<file path="src/design/cfm_pkg.sv">
// Shared widths, reset value and result type of the capture frequency meter.
package cfm_pkg;

  localparam int unsigned ChanW           = 2;
  localparam int unsigned CapW            = 16;
  localparam int unsigned FreqW           = 31;
  localparam int unsigned ClkW            = 32;
  localparam int unsigned ChannelsDefault = 4;
  localparam int unsigned DivCntW         = $clog2(FreqW);

  localparam logic [ClkW-1:0] ClkReset = 32'd168000000;

  // One completed measurement
  typedef struct packed {
    logic [ChanW-1:0] channel_out;
    logic [CapW-1:0]  period_ticks;
    logic [FreqW-1:0] frequency_hz;
    logic             zero_period;
  } res_t;

endpackage

</file>
<file path="src/design/cfm_if.sv">
// Handshake channels of the capture frequency meter: captures, results, clock register.
interface cfm_cap_if;
  logic                      valid;
  logic                      ready;
  logic [cfm_pkg::ChanW-1:0] channel;
  logic [cfm_pkg::CapW-1:0]  capture_value;

  modport source (output valid, output channel, output capture_value, input ready);
  modport sink   (input valid, input channel, input capture_value, output ready);
endinterface

interface cfm_res_if;
  logic                      valid;
  logic                      ready;
  logic [cfm_pkg::ChanW-1:0] channel_out;
  logic [cfm_pkg::CapW-1:0]  period_ticks;
  logic [cfm_pkg::FreqW-1:0] frequency_hz;
  logic                      zero_period;

  modport source (output valid, output channel_out, output period_ticks,
                  output frequency_hz, output zero_period, input ready);
  modport sink   (input valid, input channel_out, input period_ticks,
                  input frequency_hz, input zero_period, output ready);
endinterface

interface cfm_cfg_if;
  logic                     valid;
  logic                     ready;
  logic [cfm_pkg::ClkW-1:0] data;

  modport source (output valid, output data, input ready);
  modport sink   (input valid, input data, output ready);
endinterface

</file>
<file path="src/design/cfm_div.sv">
// Radix-2 restoring divider, one quotient bit per cycle.
module cfm_div (
  input  logic                      clk_i,
  input  logic                      rst_ni,
  input  logic                      start_i,
  input  logic [cfm_pkg::FreqW-1:0] dividend_i,
  input  logic [cfm_pkg::CapW-1:0]  divisor_i,
  output logic                      done_o,
  output logic [cfm_pkg::FreqW-1:0] quotient_o
);
  import cfm_pkg::*;

  logic [CapW-1:0]    rem_q, rem_d;
  logic [FreqW-1:0]   quo_q, quo_d;
  logic [CapW-1:0]    div_q;
  logic [DivCntW-1:0] cnt_q, cnt_d;
  logic               busy_q, busy_d;
  logic               done_q, done_d;
  logic [CapW:0]      trial;
  logic [CapW:0]      diff;
  logic               ge;

  // Trial subtract of the shifted partial remainder
  always_comb begin
    trial = {rem_q, quo_q[FreqW-1]};
    diff  = trial - {1'b0, div_q};
    ge    = (trial >= {1'b0, div_q});
  end

  // Step the shared subtractor until every quotient bit is out
  always_comb begin
    rem_d  = rem_q;
    quo_d  = quo_q;
    cnt_d  = cnt_q;
    busy_d = busy_q;
    done_d = 1'b0;
    if (start_i) begin
      rem_d  = '0;
      quo_d  = dividend_i;
      cnt_d  = DivCntW'(FreqW - 1);
      busy_d = 1'b1;
    end else if (busy_q) begin
      rem_d = ge ? diff[CapW-1:0] : trial[CapW-1:0];
      quo_d = {quo_q[FreqW-2:0], ge};
      cnt_d = cnt_q - 1'b1;
      if (cnt_q == '0) begin
        busy_d = 1'b0;
        done_d = 1'b1;
      end
    end
  end

  always_ff @(posedge clk_i or negedge rst_ni) begin
    if (!rst_ni) begin
      busy_q <= 1'b0;
      done_q <= 1'b0;
      cnt_q  <= '0;
    end else begin
      busy_q <= busy_d;
      done_q <= done_d;
      cnt_q  <= cnt_d;
    end
  end

  // Operands and partial results
  always_ff @(posedge clk_i) begin
    rem_q <= rem_d;
    quo_q <= quo_d;
    if (start_i) begin
      div_q <= divisor_i;
    end
  end

  assign done_o     = done_q;
  assign quotient_o = quo_q;

endmodule

</file>
<file path="src/design/cfm_ctrl.sv">
// Per-channel capture store and sequencer that drives the shared divider.
module cfm_ctrl #(
  parameter int unsigned CHANNELS = cfm_pkg::ChannelsDefault
) (
  input  logic                      clk_i,
  input  logic                      rst_ni,
  cfm_cap_if.sink                   cap_i,
  output logic                      div_start_o,
  output logic [cfm_pkg::CapW-1:0]  div_divisor_o,
  input  logic                      div_done_i,
  input  logic [cfm_pkg::FreqW-1:0] div_quotient_i,
  input  logic                      slot_free_i,
  output logic                      push_o,
  output cfm_pkg::res_t             res_o
);
  import cfm_pkg::*;

  localparam int unsigned ChanIdxW = (CHANNELS > 1) ? $clog2(CHANNELS) : 1;

  typedef enum logic [2:0] {
    S_IDLE = 3'b001,
    S_DIV  = 3'b010,
    S_DONE = 3'b100
  } state_e;

  state_e            state_q, state_d;
  logic [CHANNELS-1:0] waiting_q;
  logic [CapW-1:0]   first_q [CHANNELS];
  logic [ChanW-1:0]  ch_q;
  logic [CapW-1:0]   period_q;
  logic              zero_q;

  logic              accept;
  logic              ch_ok;
  logic [ChanIdxW-1:0] idx;
  logic [CapW-1:0]   first_sel;
  logic              completes;
  logic [CapW-1:0]   period;

  // Decode the incoming beat
  always_comb begin
    cap_i.ready = (state_q == S_IDLE);
    accept      = cap_i.valid && cap_i.ready;
    ch_ok       = (32'(cap_i.channel) < 32'(CHANNELS));
    idx         = ChanIdxW'(cap_i.channel);
    first_sel   = first_q[idx];
    completes   = accept && ch_ok && waiting_q[idx];
  end

  // Wrapped tick difference; a wrap loses one tick
  always_comb begin
    if (cap_i.capture_value > first_sel) begin
      period = cap_i.capture_value - first_sel;
    end else if (cap_i.capture_value < first_sel) begin
      period = cap_i.capture_value - first_sel - 16'd1;
    end else begin
      period = '0;
    end
  end

  assign div_start_o   = completes && (period != '0);
  assign div_divisor_o = period;

  // Sequence: accept, divide unless the period is zero, hand the result over
  always_comb begin
    state_d = state_q;
    push_o  = 1'b0;
    unique case (state_q)
      S_IDLE: begin
        if (completes) begin
          state_d = (period == '0) ? S_DONE : S_DIV;
        end
      end
      S_DIV: begin
        if (div_done_i) begin
          state_d = S_DONE;
        end
      end
      S_DONE: begin
        if (slot_free_i) begin
          push_o  = 1'b1;
          state_d = S_IDLE;
        end
      end
      default: state_d = S_IDLE;
    endcase
  end

  always_comb begin
    res_o.channel_out  = ch_q;
    res_o.period_ticks = period_q;
    res_o.frequency_hz = zero_q ? '0 : div_quotient_i;
    res_o.zero_period  = zero_q;
  end

  // Channel store: first beat stores, second beat clears
  always_ff @(posedge clk_i or negedge rst_ni) begin
    if (!rst_ni) begin
      state_q   <= S_IDLE;
      waiting_q <= '0;
      for (int k = 0; k < CHANNELS; k++) begin
        first_q[k] <= '0;
      end
    end else begin
      state_q <= state_d;
      if (accept && ch_ok) begin
        waiting_q[idx] <= !waiting_q[idx];
        if (!waiting_q[idx]) begin
          first_q[idx] <= cap_i.capture_value;
        end
      end
    end
  end

  // Hold the pending measurement
  always_ff @(posedge clk_i) begin
    if (completes) begin
      ch_q     <= cap_i.channel;
      period_q <= period;
      zero_q   <= (period == '0);
    end
  end

  a_push_slot: assert property (@(posedge clk_i) disable iff (!rst_ni)
    push_o |-> slot_free_i)
    else $error("result pushed into a full output register");

  a_done_in_div: assert property (@(posedge clk_i) disable iff (!rst_ni)
    div_done_i |-> (state_q == S_DIV))
    else $error("divider finished outside the divide state");

  a_start_leaves_idle: assert property (@(posedge clk_i) disable iff (!rst_ni)
    div_start_o |=> (state_q == S_DIV) && !cap_i.ready)
    else $error("divider started but sequencer did not wait for it");

  a_push_idle: assert property (@(posedge clk_i) disable iff (!rst_ni)
    push_o |=> (state_q == S_IDLE))
    else $error("sequencer did not return to idle after hand-over");

endmodule

</file>
<file path="src/design/capture_frequency_meter.sv">
// Capture frequency meter: the first capture of a pair is stored and the capture
// side stays ready. A completing capture with nonzero period passes through start,
// 31 divider steps, done and hand-over to the output register before the next beat
// is taken; a zero period skips the divider and goes straight to the hand-over.
// Capture side not ready meanwhile; a full output register stalls it.
// Reset: every channel expects a first capture, stores 0, clock register 168000000.
module capture_frequency_meter #(
  parameter int unsigned CHANNELS = cfm_pkg::ChannelsDefault
) (
  input  logic clk_i,
  input  logic rst_ni,
  cfm_cap_if.sink   cap_i,
  cfm_res_if.source res_o,
  cfm_cfg_if.sink   cfg_i
);
  import cfm_pkg::*;

  logic [ClkW-1:0]  clk_hz_q;
  logic             div_start;
  logic [CapW-1:0]  div_divisor;
  logic             div_done;
  logic [FreqW-1:0] div_quotient;
  logic             slot_free;
  logic             push;
  res_t             res;
  res_t             out_q;
  logic             out_valid_q;

  // Clock register, written any time
  assign cfg_i.ready = 1'b1;

  always_ff @(posedge clk_i or negedge rst_ni) begin
    if (!rst_ni) begin
      clk_hz_q <= ClkReset;
    end else if (cfg_i.valid && cfg_i.ready) begin
      clk_hz_q <= cfg_i.data;
    end
  end

  cfm_div u_div (
    .clk_i      (clk_i),
    .rst_ni     (rst_ni),
    .start_i    (div_start),
    .dividend_i (clk_hz_q[ClkW-1:1]),
    .divisor_i  (div_divisor),
    .done_o     (div_done),
    .quotient_o (div_quotient)
  );

  cfm_ctrl #(
    .CHANNELS (CHANNELS)
  ) u_ctrl (
    .clk_i          (clk_i),
    .rst_ni         (rst_ni),
    .cap_i          (cap_i),
    .div_start_o    (div_start),
    .div_divisor_o  (div_divisor),
    .div_done_i     (div_done),
    .div_quotient_i (div_quotient),
    .slot_free_i    (slot_free),
    .push_o         (push),
    .res_o          (res)
  );

  // Output register: load a new beat or drop the taken one
  assign slot_free = !out_valid_q || res_o.ready;

  always_ff @(posedge clk_i or negedge rst_ni) begin
    if (!rst_ni) begin
      out_valid_q <= 1'b0;
    end else if (push) begin
      out_valid_q <= 1'b1;
    end else if (res_o.ready) begin
      out_valid_q <= 1'b0;
    end
  end

  always_ff @(posedge clk_i) begin
    if (push) begin
      out_q <= res;
    end
  end

  assign res_o.valid        = out_valid_q;
  assign res_o.channel_out  = out_q.channel_out;
  assign res_o.period_ticks = out_q.period_ticks;
  assign res_o.frequency_hz = out_q.frequency_hz;
  assign res_o.zero_period  = out_q.zero_period;

endmodule
</file>
<file path="src/flat_wrapper.sv">
// flat-port wrapper written by rule: the top's interface ports become plain ports
module capture_frequency_meter_flat import cfm_pkg::*;
#(
  parameter int unsigned CHANNELS = cfm_pkg::ChannelsDefault
)
  (clk_i, rst_ni, cap_i_valid, cap_i_channel, cap_i_capture_value, cap_i_ready, res_o_valid, res_o_channel_out, res_o_period_ticks, res_o_frequency_hz, res_o_zero_period, res_o_ready, cfg_i_valid, cfg_i_data, cfg_i_ready);
  cfm_cap_if cap_i_i ();
  cfm_res_if res_o_i ();
  cfm_cfg_if cfg_i_i ();
  input  logic clk_i;
  input  logic rst_ni;
  input wire logic [$bits(cap_i_i.valid)-1:0] cap_i_valid;
  input wire logic [$bits(cap_i_i.channel)-1:0] cap_i_channel;
  input wire logic [$bits(cap_i_i.capture_value)-1:0] cap_i_capture_value;
  output wire logic [$bits(cap_i_i.ready)-1:0] cap_i_ready;
  output wire logic [$bits(res_o_i.valid)-1:0] res_o_valid;
  output wire logic [$bits(res_o_i.channel_out)-1:0] res_o_channel_out;
  output wire logic [$bits(res_o_i.period_ticks)-1:0] res_o_period_ticks;
  output wire logic [$bits(res_o_i.frequency_hz)-1:0] res_o_frequency_hz;
  output wire logic [$bits(res_o_i.zero_period)-1:0] res_o_zero_period;
  input wire logic [$bits(res_o_i.ready)-1:0] res_o_ready;
  input wire logic [$bits(cfg_i_i.valid)-1:0] cfg_i_valid;
  input wire logic [$bits(cfg_i_i.data)-1:0] cfg_i_data;
  output wire logic [$bits(cfg_i_i.ready)-1:0] cfg_i_ready;
  assign cap_i_i.valid = cap_i_valid;
  assign cap_i_i.channel = cap_i_channel;
  assign cap_i_i.capture_value = cap_i_capture_value;
  assign cap_i_ready = cap_i_i.ready;
  assign res_o_valid = res_o_i.valid;
  assign res_o_channel_out = res_o_i.channel_out;
  assign res_o_period_ticks = res_o_i.period_ticks;
  assign res_o_frequency_hz = res_o_i.frequency_hz;
  assign res_o_zero_period = res_o_i.zero_period;
  assign res_o_i.ready = res_o_ready;
  assign cfg_i_i.valid = cfg_i_valid;
  assign cfg_i_i.data = cfg_i_data;
  assign cfg_i_ready = cfg_i_i.ready;
  capture_frequency_meter #(.CHANNELS(CHANNELS)) u_core (.clk_i(clk_i), .rst_ni(rst_ni), .cap_i(cap_i_i), .res_o(res_o_i), .cfg_i(cfg_i_i));
endmodule
</file>
<file path="config.mk">
export PLATFORM = sky130hd
export DESIGN_NAME = capture_frequency_meter_flat
export DESIGN_NICKNAME = d
export VERILOG_FILES = /design/src/design/cfm_pkg.sv /design/src/design/cfm_if.sv /design/src/design/cfm_div.sv /design/src/design/cfm_ctrl.sv /design/src/design/capture_frequency_meter.sv /design/src/flat_wrapper.sv
export SDC_FILE = /design/constraint.sdc
export NUM_CORES = 1
export LEC_CHECK = 0
export ABC_AREA = 1
export BUFFER_PORTS_ARGS = -buffer_cell sky130_fd_sc_hd__buf_2
export CORE_UTILIZATION = 46
export DETAILED_ROUTE_END_ITERATION = 10
export PLACE_DENSITY = 0.67
export REMOVE_ABC_BUFFERS = 1
export SYNTH_ARGS = -nofsm -noshare
export SYNTH_HDL_FRONTEND = slang
export SYNTH_SLANG_ARGS = --single-unit
</file>
<file path="constraint.sdc">
create_clock -name clk_i -period 4.4 [get_ports clk_i]
set_clock_uncertainty 0.15 [all_clocks]
set_input_delay 0.66 -clock clk_i [delete_from_list [all_inputs] [get_ports clk_i]]
set_output_delay 0.66 -clock clk_i [all_outputs]
set_load 0.01 [all_outputs]
</file>
==> results of run 1 <==
## worst max-delay path, cell delays in order
cell and delay (ns):
sky130_fd_sc_hd__buf_2 0.12, sky130_fd_sc_hd__inv_1 0.06, sky130_fd_sc_hd__nor2_1 0.04, sky130_fd_sc_hd__buf_4 0.17, sky130_fd_sc_hd__buf_4 0.16, sky130_fd_sc_hd__a22o_1 0.17
sky130_fd_sc_hd__a221oi_1 0.22, sky130_fd_sc_hd__ha_1 0.35, sky130_fd_sc_hd__buf_4 0.17, sky130_fd_sc_hd__nand2_1 0.06, sky130_fd_sc_hd__nand2_1 0.08, sky130_fd_sc_hd__nor2_1 0.15
sky130_fd_sc_hd__nand3_1 0.13, sky130_fd_sc_hd__nor2_2 0.17, sky130_fd_sc_hd__nand3_4 0.12, sky130_fd_sc_hd__nor2_2 0.12, sky130_fd_sc_hd__buf_4 0.12, sky130_fd_sc_hd__nand2_1 0.04
sky130_fd_sc_hd__nand3_1 0.06, sky130_fd_sc_hd__nand2_1 0.07, sky130_fd_sc_hd__nor2_1 0.11, sky130_fd_sc_hd__nand3_1 0.12, sky130_fd_sc_hd__nor2_4 0.12, sky130_fd_sc_hd__nand2_4 0.07
sky130_fd_sc_hd__nand2_4 0.09, sky130_fd_sc_hd__nand2_1 0.10, sky130_fd_sc_hd__buf_12 0.23
## metrics by stage
| stage | cell area, sq um | setup TNS (ns) | power (W) |
|---|---|---|---|
| after floorplan | 11700 | -56.19 | 0.00669 |
| after global placement | 13500 | -3.14 | 0.00805 |
| after detailed placement | 13500 | -9.54 | 0.00821 |
| after CTS | 14400 | 0 | 0.0103 |
| after global routing | 14400 | 0 | 0.0112 |
| final | 14400 | 0 | 0.0103 |
## cells in the final DEF (no fill, tap or decap), types with 26 or more instances in the layout
cell                        instances
sky130_fd_sc_hd__nand2_1          309
sky130_fd_sc_hd__inv_1            147
sky130_fd_sc_hd__edfxtp_1         116
sky130_fd_sc_hd__buf_4            109
sky130_fd_sc_hd__buf_2            104
sky130_fd_sc_hd__nor2_1           101
sky130_fd_sc_hd__dfrtp_1          100
sky130_fd_sc_hd__o21ai_0           96
sky130_fd_sc_hd__nand3_1           81
sky130_fd_sc_hd__a21oi_1           42
sky130_fd_sc_hd__ha_1              35
sky130_fd_sc_hd__mux2_2            31
sky130_fd_sc_hd__clkbuf_16         26
## kinds of logic (layout without fill, tap and decap cells)
| group | Yosys count | in the layout | synth area share (%) |
|---|---|---|---|
| AND/OR/NAND/NOR | 560 | 560 | 20.2 |
| flip-flops | 242 | 242 | 55.1 |
| buffers and inverters | 203 | 422 | 6.86 |
| AO/OA/AOI/OAI | 193 | 193 | 9.46 |
| adder cells (fa/ha/maj) | 37 | 37 | 4.01 |
| multiplexers | 31 | 31 | 2.93 |
| XOR/XNOR | 19 | 19 | 1.46 |
| other | 1 | 1 | 0.0314 |
## per-layer routing
layer | routed length (um) | share of wire [%] | vias up | track usage (%)
met5 | 0 | 0 | - | 0
met4 | 559 | 2.2 | 0 | 5.44
met3 | 811 | 3.2 | 29 | 2.41
met2 | 12200 | 48 | 160 | 33.6
met1 | 11800 | 46 | 4312 | 26.5
li1 | - | - | 4669 | -
## power by group through the flow
stage / Clock [W] / Combinational (W) / Sequential [W]
floorplan: 0 / 0.00306 / 0.00363
global placement: 0 / 0.00435 / 0.00370
detailed placement: 0 / 0.00447 / 0.00373
CTS: 0.00215 / 0.00449 / 0.00370
global route: 0.00224 / 0.00517 / 0.00378
finish: 0.00210 / 0.00446 / 0.00371
## worst max path at each step
stage | slack [ns] | cells past startpoint | from | to
after global placement | -0.08 | 26 | cap_i_channel[0] | u_core.u_div.quotient_o[13]
final | 0.39 | 27 | cap_i_channel[0] | u_core.u_div.quotient_o[14]
after CTS | 0.36 | 27 | cap_i_channel[0] | u_core.u_div.quotient_o[10]
after detailed placement | -0.17 | 27 | cap_i_channel[0] | u_core.u_div.quotient_o[17]
after floorplan | -1.01 | 24 | cap_i_channel[0] | u_core.u_div.quotient_o[0]
after global routing | 0.02 | 29 | cap_i_channel[0] | u_core.u_div.quotient_o[26]
## layout make-up
type | instances | area, sq um | share of cell area [%]
clock buffer | 33 | 697 | 4.85
inverter | 160 | 601 | 4.18
sequential | 242 | 6570 | 45.7
clock inverter | 14 | 143 | 0.993
timing repair buffer | 215 | 1380 | 9.60
multi-input combinational | 841 | 4560 | 31.7
tap | 330 | 413 | 2.88
## sequential cells by signal, summed over array words and instances, names as in the netlist
name and flops:
u_core.u_ctrl.period_q 16, u_core.u_div.div_q 16, u_core.u_div.busy_q 1, u_core.u_ctrl.zero_q 1, u_core.u_div.rem_q 16, u_core.res_o.period_ticks 16
u_core.u_ctrl.first_q 64, u_core.u_ctrl.state_q 3, u_core.u_div.quotient_o 31, u_core.res_o.valid 1, u_core.clk_hz_q 31, u_core.u_div.cnt_q 5
u_core.u_ctrl.ch_q 2, u_core.res_o.channel_out 2, u_core.u_ctrl.waiting_q 4, u_core.res_o.zero_period 1, u_core.u_div.done_o 1, u_core.res_o.frequency_hz 31
==> results.txt, run 1 <==
----------------------------------------------------
[Setup path]
  Worst endpoint required time ... 4.52 ns
  Sort of element at the end of the critical path ... register
  Data arrival time of the critical path ... 4.13 ns
  Category of the most critical setup path ... in -> reg
  Worst Setup Start Kind ... input port
  Peak fanout along the critical path ... 31
  Reg2reg setup slack ... 0.53 ns
  Destination of the worst register-to-register timing path ... u_core.u_div.quotient_o[14]
  Start of the worst register-to-register path ... u_core.u_ctrl.first_q[49]
  Number of cells on the worst reg-to-reg path ... 23

[Pwr]
  Cell Pwr Density ... 716 mW/mm^2
  Switching power share of the total ... 37.0%
  Clock group share of total power ... 20.5%
  Relative contribution of combinational cells to total power ... 43.4%
  Net Sw Power ... 0.00380 W
  Seq pwr share ... 36.1%
  Leakage power ... 6.90 nW
  Worst IR drop on VDD ... 0.000414 V
  Cell internal power dissipation ... 0.00647 W

[Logic synthesis]
  Sequential fraction of the synthesis area ... 55.1%
  Synthesized flop and latch total ... 242
  Leading register cell type out of synthesis ... sky130_fd_sc_hd__edfxtp_1
  Commonest cells in the netlist ... sky130_fd_sc_hd__nand2_1, sky130_fd_sc_hd__inv_1, sky130_fd_sc_hd__edfxtp_1
  Number of warnings issued by yosys ... 0
  Number of distinct library cells after synthesis ... 50
  Cell taking the most area after synthesis ... sky130_fd_sc_hd__edfxtp_1
  Post-synth design cell area ... 0.0119 sq mm
  Top post-synthesis cells by area ... sky130_fd_sc_hd__edfxtp_1, sky130_fd_sc_hd__dfrtp_1, sky130_fd_sc_hd__nand2_1
  Number of synthesized flops with an enable pin ... 116
  Area fraction of the dominant cell type after synthesis ... 29.2%
  Post-synthesis instance total ... 1286
  Mean instance size in the synthesized netlist ... 9.28 sq um
  Most common cell in the netlist ... sky130_fd_sc_hd__nand2_1
  Post-synth ARST share ... 45.5%

[STA]
  RSZ-0062 raised after global routing ... false
  Maximum clock frequency ... 249 MHz
  Final slew viol count ... 0
  Final worst hold slack ... 0.172 ns
  Worst Setup Slack, final ... 0.388 ns
  Final period utilization ... 91.2%
  Normalized max-slew margin ... 27.6%
  Number of hold-slack violations in the final timing report ... 0
  Least-Margin Pin Slew ... 1.09 ns
  Setup violation total in the final timing report ... 0
  Min cycle time layout ... 4.01 ns

[Cells and area]
  Count of placed standard cells in the final layout, fillers left out ... 1835
  Area delta synth->final ... 20.4%
  Final Core Density ... 56.7%
  Ratio of cells with drive above 1 in the final layout ... 23.4%
  Net total in the final layout ... 1578
  Antenna fix cells ... 0
  Count of fill cells added during filler insertion ... 2216

[Job]
  Reported max-cap violation count ... 0

[Global route]
  Number of global-route vias before repair ... 8864
  Number of antenna violations at the first check in global routing ... 0
  Congestion Overflow GR ... 0
  Global-route wire length before repair ... 42600 um
  Global-route usage over all layers ... 19.7%
  Pin count of the biggest net entering global routing ... 85

[Hold path]
  Hold Path Origin ... res_o_ready
  Kind of path behind the tightest hold check ... in -> reg
  Hold path endpoint ... u_core.res_o.valid
  Worst hold path cell count ... 2

[Floorplan]
  Effective utilization at floorplan ... 47.1%
  Core Area ... 0.0253 sq mm
  Die width ... 163 um
  Cell row count ... 58
  Die Footprint ... 0.0266 sq mm
  IO Count ... 108
  Vertical extent of the die ... 163 um

[Clock tree]
  Clock latency reported for the late side of the worst-skew pair ... 0.53 ns
  Clock buffer count from CTS ... 26
  CTS tree ... done
  Number of buffers on the longest clock path ... 3
  Setup bufs post-CTS ... 0
  CTS-repair resized insts ... 0
  Number of hold buffers added after cts ... 0
  Cell at the root of the clock tree ... sky130_fd_sc_hd__clkbuf_16
  Clock transition at the register clock pins on the worst setup and hold paths after CTS ... 0.06 ns
  Clock Sink Count ... 242
  H-tree lvl count ... 1

[Placement]
  Cell count after placement ... 1788
  Last weighted congestion value of the routability-driven placer ... 0.847
  Total half-perimeter wirelength after legalization and detailed placement ... 18100 um
  Number of buffer cells added on primary ports ... 105
  Setup Slack @ Placement ... -0.169 ns

[Route]
  Antenna Nets Post-Route ... 0
  Initial DRC count ... 503
  Router iterations before antenna repair ... 5
  Routed via count divided by cell count ... 5.00
  Final Routed Wirelength ... 25400 um
  Via total after detailed routing ... 9170
  Routed wirelength normalized by instance count ... 13.8 um
  Post-route DRC ... 0

[Status]
  Run status ... completed

----------------------------------------------------
Power figures use the tool's default switching activity.
==> run 2: changes to the inputs <==
==> constraint.sdc (replaced) <==
create_clock -name clk_i -period 4.4 [get_ports clk_i]
set_clock_uncertainty 0.15 [all_clocks]
set_input_delay 0 -clock clk_i [delete_from_list [all_inputs] [get_ports clk_i]]
set_output_delay 0 -clock clk_i [all_outputs]
set_load 0.01 [all_outputs]
==> run 2 against run 1 <==
  * Clock power increased by 7%
  * Worst setup slack got worse by 0.034 ns
  * Global-route usage up 0.28 points
  * Final area grew 0.80%
  * Clock-buffer cell count decreased by 1
  * Maximum frequency is 0.85% lower
  * Final cell count decreased by 1.1%
  * Wire length up 2.7%
  * Register-to-register slack worse by 0.04 ns
  * Core utilization is 0.45 points higher
  * Non-clock buffer count down 22
  * Critical endpoint is now u_core.u_div.quotient_o[25]
  * Largest power group unchanged
==> results.txt, run 2 (synthesis results as in run 1) <==
----------------------------------------------------
[Setup path]
  Maximum single-stage delay on the critical path ... 0.56 ns
  Start of the worst register-to-register path ... u_core.u_ctrl.first_q[49]
  Peak fanout along the critical path ... 15
  Critical Path Most Common Cell ... sky130_fd_sc_hd__nand2_1
  Sort of element at the end of the critical path ... register
  Source of the critical timing path ... cap_i_channel[0]
  Worst Setup Start Kind ... input port
  Worst endpoint required time ... 4.54 ns
  Data arrival time of the critical path ... 4.19 ns
  Crit path max-delay cell type ... sky130_fd_sc_hd__dlygate4sd3_1
  Reg2reg setup slack ... 0.49 ns
  Category of the most critical setup path ... in -> reg

[Clock tree]
  Clock transition at the register clock pins on the worst setup and hold paths after CTS ... 0.06 ns
  CTS tree ... done
  Clock latency reported for the late side of the worst-skew pair ... 0.53 ns
  Clock Sink Count ... 242
  Number of buffers on the longest clock path ... 3
  H-tree lvl count ... 1
  Clock buffer count from CTS ... 26
  Cell at the root of the clock tree ... sky130_fd_sc_hd__clkbuf_16

[Pwr]
  Leakage power ... 6.82 nW
  Power Total ... 0.0101 W
  Cell Pwr Density ... 696 mW/mm^2
  Worst IR drop on VDD ... 0.000428 V

[Status]
  Run status ... completed

[Floorplan]
  Die width ... 163 um
  Vertical extent of the die ... 163 um
  IO Count ... 108
  Cell row count ... 58
  Effective utilization at floorplan ... 47.1%
  Die Footprint ... 0.0266 sq mm
  Core Area ... 0.0253 sq mm

[STA]
  Final slew viol count ... 0
  Number of hold-slack violations in the final timing report ... 0
  Least-Margin Pin Slew ... 1.01 ns
  Setup violation total in the final timing report ... 0
  Min cycle time layout ... 4.05 ns
  Sum of negative setup slack ... 0 ns
  Maximum clock frequency ... 247 MHz
  Normalized max-slew margin ... 32.5%
  Final period utilization ... 92.0%

[Cells and area]
  Highest-count cells in the layout ignoring fill and taps ... sky130_fd_sc_hd__nand2_1, sky130_fd_sc_hd__inv_1, sky130_fd_sc_hd__edfxtp_1
  Most common library cell in the layout ignoring fill and taps ... sky130_fd_sc_hd__nand2_1
  Net total in the final layout ... 1556
  Area delta synth->final ... 21.3%
  Ratio of cells with drive above 1 in the final layout ... 19.8%
  Antenna fix cells ... 0
  Number of flip-flops under the largest register name ... 64
  Most flops, register ... u_core.u_ctrl.first_q

[Route]
  Initial DRC count ... 522
  Post-route DRC ... 0
  Router iterations before antenna repair ... 5
  Via total after detailed routing ... 9149
  Final Routed Wirelength ... 26100 um
  Routed wirelength normalized by instance count ... 14.4 um
  Routed via count divided by cell count ... 5.04
  Antenna Nets Post-Route ... 0

[Global route]
  Congestion Overflow GR ... 0
  Global-route wire length before repair ... 43100 um
  Number of global-route vias before repair ... 8935
  Pin count of the biggest net entering global routing ... 74
  Global-route track usage on met1 ... 25.8%
  Global-route usage over all layers ... 20.0%
  Met3 global-route usage ... 2.62%
  Met2 global-route usage ... 34.5%
  Number of antenna violations at the first check in global routing ... 0
  GRT busiest layer ... met2

[Hold path]
  Kind of path behind the tightest hold check ... in -> async

[Placement]
  Total half-perimeter wirelength after legalization and detailed placement ... 17500 um
  Last weighted congestion value of the routability-driven placer ... 0.866
  Number of buffer cells added on primary ports ... 105

[Job]
  Reported max-cap violation count ... 0

----------------------------------------------------
==> run 2: area by class of cell <==
type / count / area [sq um]
repair buffers: 193 / 1400
multi-input cells: 841 / 4590
clock inverters: 16 / 179
fillers: 2190 / 10900
flip-flops and latches: 242 / 6570
well taps: 330 / 413
inverters: 160 / 603
clock buffers: 32 / 724
==> run 2: stage by stage <==
stage          utilization [%]  setup slack, ns  hold WS, ns  cell area, sq um  cells
5_1_grt                   57.1         -0.00580       0.0201             14500   1814
6_report                  57.1            0.353       0.0264             14500   1814
3_3_place_gp              51.1            0.300       0.0452             12900   1708
3_5_place_dp              51.1            0.227       0.0550             12900   1708
2_1_floorplan                -           -0.968       -0.446             11700   1243
4_1_cts                   56.7            0.200      0.00207             14400   1808
==> run 2: per-layer routing <==
metal  part of all wire [%]  up-vias
met5                      0        -
met4                    3.2        0
met3                    3.8       50
met2                     48      177
met1                     45     4296
li1                       -     4626
==> run 2: report_power, final <==
group	leakage, nW	switching (W)	total [W]	internal (W)
sequential	2.59	0.000399	0.00371	0.00331
combinational	3.79	0.00251	0.00413	0.00162
clock	0.447	0.000889	0.00224	0.00135
total	6.82	0.00379	0.0101	0.00628
==> run 2: worst paths after layout <==
| check | depth (start not counted) | to |
|---|---|---|
| max | 29 | u_core.u_div.quotient_o[25] |
| min | 2 | u_core.clk_hz_q[15] |
| max reg2reg | 22 | u_core.u_div.quotient_o[25] |
| min reg2reg | 0 | u_core.res_o.channel_out[0] |
| max in group asynchronous | 3 | u_core.u_ctrl.first_q[34] |
| min in group clk_i | 2 | u_core.clk_hz_q[25] |
==> run 2: worst max-delay path: cells and delay by family <==
family                     cells  cell delay [ns]
buffers and inverters          9             1.73
adders and majority gates      1             0.39
and+or+nand+nor               17             1.62
AOI/OAI and AO/OA              2             0.43
==> run 2: repair_timing <==
action	in CTS	in global routing
resized for setup	0	13
hold buffers	52	0
hold endpoints to repair	176	0
buffers inserted	0	4
setup endpoints to repair	0	96
